### src/hdl/prqt_pkg.sv
`default_nettype none
package prqt_pkg;
  localparam int DEPTH = 16;
  localparam int HARD_CAP = 16;
  localparam int IDX_W = $clog2(DEPTH);
  localparam int CNT_W = 5;

  typedef enum logic [2:0] {
    REQ_ENQ = 3'd0, REQ_DEQ = 3'd1, REQ_PEEK = 3'd2, REQ_CAN_ID = 3'd3,
    REQ_CAN_AGENT = 3'd4, REQ_EXPIRE = 3'd5, REQ_TICK = 3'd6, REQ_NONE = 3'd7
  } req_t;

  localparam logic [3:0] ST_QUEUED    = 4'd0;
  localparam logic [3:0] ST_FULL      = 4'd1;
  localparam logic [3:0] ST_DEQUEUED  = 4'd2;
  localparam logic [3:0] ST_EMPTY     = 4'd3;
  localparam logic [3:0] ST_CANCELLED = 4'd4;
  localparam logic [3:0] ST_NOTFOUND  = 4'd5;
  localparam logic [3:0] ST_TIMEDOUT  = 4'd6;
  localparam logic [3:0] ST_SUMMARY   = 4'd7;
  localparam logic [3:0] ST_PEEKED    = 4'd8;
  localparam logic [3:0] ST_TICKED    = 4'd9;

  typedef struct packed {
    logic [31:0] id;
    logic [15:0] agent;
    logic [7:0]  res_type;
    logic [7:0]  priority_v;
    logic        has_timeout;
    logic [15:0] timeout;
    logic [31:0] stamp;
    logic [31:0] payload;
  } entry_t;

  // chain control broadcast to every cell
  typedef struct packed {
    logic             ins;      // insert new entry in sorted place
    logic             rem;      // remove entry at rem_idx, shift up
    logic [IDX_W-1:0] rem_idx;
  } chain_ctl_t;
endpackage
`default_nettype wire

### src/hdl/prqt_cell.sv
`default_nettype none
module prqt_cell (
  input  wire logic                      clk,
  input  wire prqt_pkg::chain_ctl_t      ctl,
  input  wire logic [prqt_pkg::IDX_W-1:0] my_idx,
  input  wire prqt_pkg::entry_t          new_entry,
  input  wire logic                      occupied, // this cell holds a live entry
  input  wire logic                      prev_ge,  // prior cell holds prio >= new
  input  wire prqt_pkg::entry_t          prev_entry,
  input  wire prqt_pkg::entry_t          next_entry,
  output prqt_pkg::entry_t               entry,
  output logic                           my_ge
);
  import prqt_pkg::*;
  entry_t ent_r, ent_nxt;

  // an empty cell counts as lower priority so insertion stops there
  assign my_ge = occupied && (ent_r.priority_v >= new_entry.priority_v);
  assign entry = ent_r;

  // Insert: cells past the insert point take neighbor above, insert point takes new.
  // Cells beyond held count get garbage, which is never read.
  always_comb begin
    ent_nxt = ent_r;
    if (ctl.ins) begin
      if (!prev_ge) ent_nxt = prev_entry;
      else if (!my_ge) ent_nxt = new_entry;
    end else if (ctl.rem) begin
      if (my_idx >= ctl.rem_idx) ent_nxt = next_entry;
    end
  end

  always_ff @(posedge clk) begin
    ent_r <= ent_nxt;
  end
endmodule
`default_nettype wire

### config.mk
export PLATFORM = sky130hd
export DESIGN_NAME = prqt_cell
export DESIGN_NICKNAME = d
export VERILOG_FILES = /design/src/hdl/prqt_pkg.sv /design/src/hdl/prqt_cell.sv
export SDC_FILE = /design/constraint.sdc
export NUM_CORES = 1
export LEC_CHECK = 0
export BUFFER_PORTS_ARGS = -buffer_cell sky130_fd_sc_hd__buf_2
export CELL_PAD_IN_SITES_DETAIL_PLACEMENT = 1
export CELL_PAD_IN_SITES_GLOBAL_PLACEMENT = 2
export CORE_AREA = 2 2 230 232
export CTS_CLUSTER_DIAMETER = 120
export DETAILED_ROUTE_END_ITERATION = 8
export DIE_AREA = 0 0 232 234
export PLACE_DENSITY_LB_ADDON = 0.12
export SYNTH_ARGS = -nofsm -noshare
export SYNTH_HDL_FRONTEND = slang
export SYNTH_SLANG_ARGS = --single-unit
### constraint.sdc
create_clock -name clk -period 30.9 [get_ports clk]
set_clock_uncertainty 0.2 [all_clocks]
set_input_delay 4.635 -clock clk [delete_from_list [all_inputs] [get_ports clk]]
set_output_delay 4.635 -clock clk [all_outputs]
set_load 0.03 [all_outputs]
==> run summary <==
========================================================================================
Post-synthesis cell type count                                                        22
Die area                                                                       54300 µm²
Largest fanout on the critical path                                                    2
Iteration-0 DRC count of the detailed router                                         187
Final Power                                                                       619 µW
DR vias/cell                                                                        3.79
Total vias in the final route                                                       7374
Biggest cell delay along the critical path                                       0.37 ns
Path type of the worst setup path                                           input port to primary output
Buffer and inverter count on the worst path                                            3
Fin. Hold Viols                                                                        0
Ratio of cells with drive above 1 in the final layout                              50.2%
Kind of launch point of the worst setup path                                  input port
DR pass1 iterations                                                                    4
Unrepaired setup endpoints after global routing                                    false
CP top delay family                                                         simple AND/OR/NAND/NOR gates
Post-synthesis cell type with the largest combined area                     sky130_fd_sc_hd__edfxtp_1
Sinks on Clock Net                                                                   145
Final setup fails                                                                      0
Seq cells post-synth                                                                 145
Internal                                                                          427 µW
DIE WIDTH                                                                         232 µm
Met3 routing resource usage after global routing                                   7.06%
Area of all placed cells without fillers                                       11900 µm²
MaxCap Viol Count                                                                      0
Worst slew slack as a fraction of its limit                                        31.5%
Wire length of the first global-routing pass                                     50.9 mm
Placement Setup Slack                                                           19.79 ns
Via count of the first global-routing pass                                          7761
Layout net count                                                                    1701
Transition time at the pin with the least slew margin                            1.03 ns
CTS tree                                                                            done
Crit path top cell by count                                                 sky130_fd_sc_hd__buf_2
Post_cts resized                                                                       0
Share of flip-flops with an asynchronous set or reset                                 0%
Syn Inst Count                                                                       670
Share of power burned in the clock network                                         36.1%
Net switching fraction of the power                                                31.1%
PwrDens                                                                      51.9 nW/µm²
List of cells traversed by the critical path                                buf_2, inv_1, ha_1, nand2_1, or3_4, o221ai_2, and2_1, buf_2
Maximum number of pins on one net before global-route repair                          98
Type of the worst min-delay path                                            register to register
Number of hold buffers added after CTS                                                 0
Clock slew seen by the registers of the worst setup and hold paths               0.07 ns
Count of flip-flops with a built-in enable after synthesis                           145
Die Height                                                                        234 µm
Area Growth Syn to Fin                                                             55.2%
Post-synth net total                                                                1130
Warnings from Yosys                                                                    0
Total half-perimeter wirelength after legalization and detailed placement        29.6 mm
Clk_lat worst skew                                                               0.48 ns
Post-synth top area share                                                          56.7%
Total Routed Length                                                              37.0 mm
Peak Freq                                                                       90.4 MHz
Tcrit/Tclk final                                                                   35.8%
Biggest area contributors in the synthesized netlist                        sky130_fd_sc_hd__edfxtp_1 (57%), sky130_fd_sc_hd__mux2i_1 (19%), sky130_fd_sc_hd__a21oi_1 (9.6%), sky130_fd_sc_hd__nor2_1 (7.2%), sky130_fd_sc_hd__ha_1 (2.0%)
Placeable core region                                                          52000 µm²
Maximum level of the CTS H-tree                                                        4
Crit path max-delay cell type                                               sky130_fd_sc_hd__or3_4
Port Buffer Count                                                                    593
Combinational Power Share                                                          23.9%
Fraction of the yosys area taken by sequential cells                               56.7%
Min Hold Slack                                                                   1.12 ns
Post-synthesis average cell area                                                11.5 µm²
Largest register FFs                                                                 145
Post-DRT Antenna Nets                                                                  0
Root buffer cell                                                            sky130_fd_sc_hd__clkbuf_16
Initial antenna violation count                                                       19
Global-route track usage on met1                                                   13.1%
Max Slew Vio Count                                                                     0
Minimum setup slack in the final design                                         19.84 ns
Leading cell types by count after synthesis                                 sky130_fd_sc_hd__a21oi_1 (148), sky130_fd_sc_hd__nor2_1 (147), sky130_fd_sc_hd__edfxtp_1 (145), sky130_fd_sc_hd__mux2i_1 (145)
Std-Cell Rows                                                                         84
Endpoint kind of the worst setup timing path                                primary output
Most instantiated flip-flop cell in the synthesis netlist                   sky130_fd_sc_hd__edfxtp_1
Result of the run                                                           finished, final reports clean
Post-Syn Area                                                                   7680 µm²
Psw                                                                               192 µW
Global placement routability congestion                                            0.728
Max Buffers Root-to-Sink                                                               2
DRC viols                                                                              0
Required @ worst endpoint                                                       26.07 ns
Average wire length per cell after detail routing                                19.0 µm
Most instantiated library cell after synthesis                              sky130_fd_sc_hd__a21oi_1
Standard cell area after detailed placement                                    11300 µm²
Total leakage power                                                              5.58 nW
Min Tclk post-route                                                             11.06 ns
Worst IR drop on VDD                                                         0.0000379 V
Total GRT Usage                                                                    13.3%
Starting density of the core                                                       14.8%
Critical path data arrival time                                                  6.22 ns
Num CTS Buffers                                                                       17
Total setup buffers inserted after CTS                                                 0
Aggregate negative setup slack                                                      0 ns
Count of pins on the block boundary                                                  594
Met2 usage in global routing                                                       24.0%
Relative contribution of sequential cells to total power                           40.0%
Global-route layer with the greatest usage                                          met2
Overflow left after global routing                                                     0
========================================================================================
[layout make-up]
cell class / count / area (µm²)
clock buffers: 17 / 425
multi-input cells: 465 / 3010
inverters: 12 / 45.0
fillers: 6135 / 40100
clock inverters: 15 / 173
repair buffers: 600 / 3040
well taps: 688 / 861
diodes: 5 / 12.5
flip-flops and latches: 145 / 4350
[path summary, 6_finish.rpt]
| path | from | to | slack [ns] | depth (start not counted) |
|---|---|---|---|---|
| setup reg to reg | entry[83]$_DFFE_PP_ | entry[53]$_DFFE_PP_ | 27.22 | 6 |
| hold reg to reg | entry[88]$_DFFE_PP_ | entry[140]$_DFFE_PP_ | 1.12 | 4 |
| setup / recovery | new_entry[86] | my_ge | 19.84 | 8 |
| hold / removal | entry[88]$_DFFE_PP_ | entry[140]$_DFFE_PP_ | 1.12 | 4 |
[power groups by stage]
stage               sequential, mW  clock [mW]  combinational [mW]
global placement             0.252           0               0.153
CTS                          0.248       0.236               0.153
finish                       0.248       0.224               0.148
floorplan                    0.299           0              0.0432
detailed placement           0.252           0               0.152
global route                 0.250       0.242               0.161
[cells in the final DEF (no fill, tap or decap), types with 2 or more instances in the layout]
cell and count:
sky130_fd_sc_hd__buf_2 591, sky130_fd_sc_hd__a21oi_1 148, sky130_fd_sc_hd__nor2_1 147, sky130_fd_sc_hd__mux2i_1 145
sky130_fd_sc_hd__edfxtp_1 145, sky130_fd_sc_hd__clkbuf_16 17, sky130_fd_sc_hd__inv_1 12, sky130_fd_sc_hd__ha_1 12
sky130_fd_sc_hd__buf_4 7, sky130_fd_sc_hd__clkinv_1 6, sky130_fd_sc_hd__diode_2 5, sky130_fd_sc_hd__bufinv_16 4
sky130_fd_sc_hd__clkinv_2 3, sky130_fd_sc_hd__nand2_1 2, sky130_fd_sc_hd__o21ai_0 2, sky130_fd_sc_hd__clkinvlp_4 2
[routing by layer]
metal	up-vias	part of all wire [%]
li1	3601	-
met1	3380	35
met2	311	52
met3	56	11
met4	26	1.5
met5	-	0.45
[through the flow]
step                      cells  util (%)
after floorplan             670         -
after global placement     1910      21.7
after detailed placement   1910      21.7
after CTS                  1942      22.9
after global routing       1944      22.9
final                      1947      22.9
[logic make-up after synthesis]
group,Yosys count,share of synthesized area [%]
multiplexers,145,18.9
flip-flops,145,56.7
adder cells (fa/ha/maj),12,1.95
AO/OA/AOI/OAI,155,10.5
AND/OR/NAND/NOR,153,7.68
buffers and inverters,60,4.36
[tightest hold or removal path, delay by kind of cell, from the launching register on]
kind | cells | cell delay (ns)
flip-flops | 1 | 0.36
adder cells (fa/ha/maj) | 1 | 0.15
AO/OA/AOI/OAI | 3 | 0.60
(Power assumes the default switching activity.)
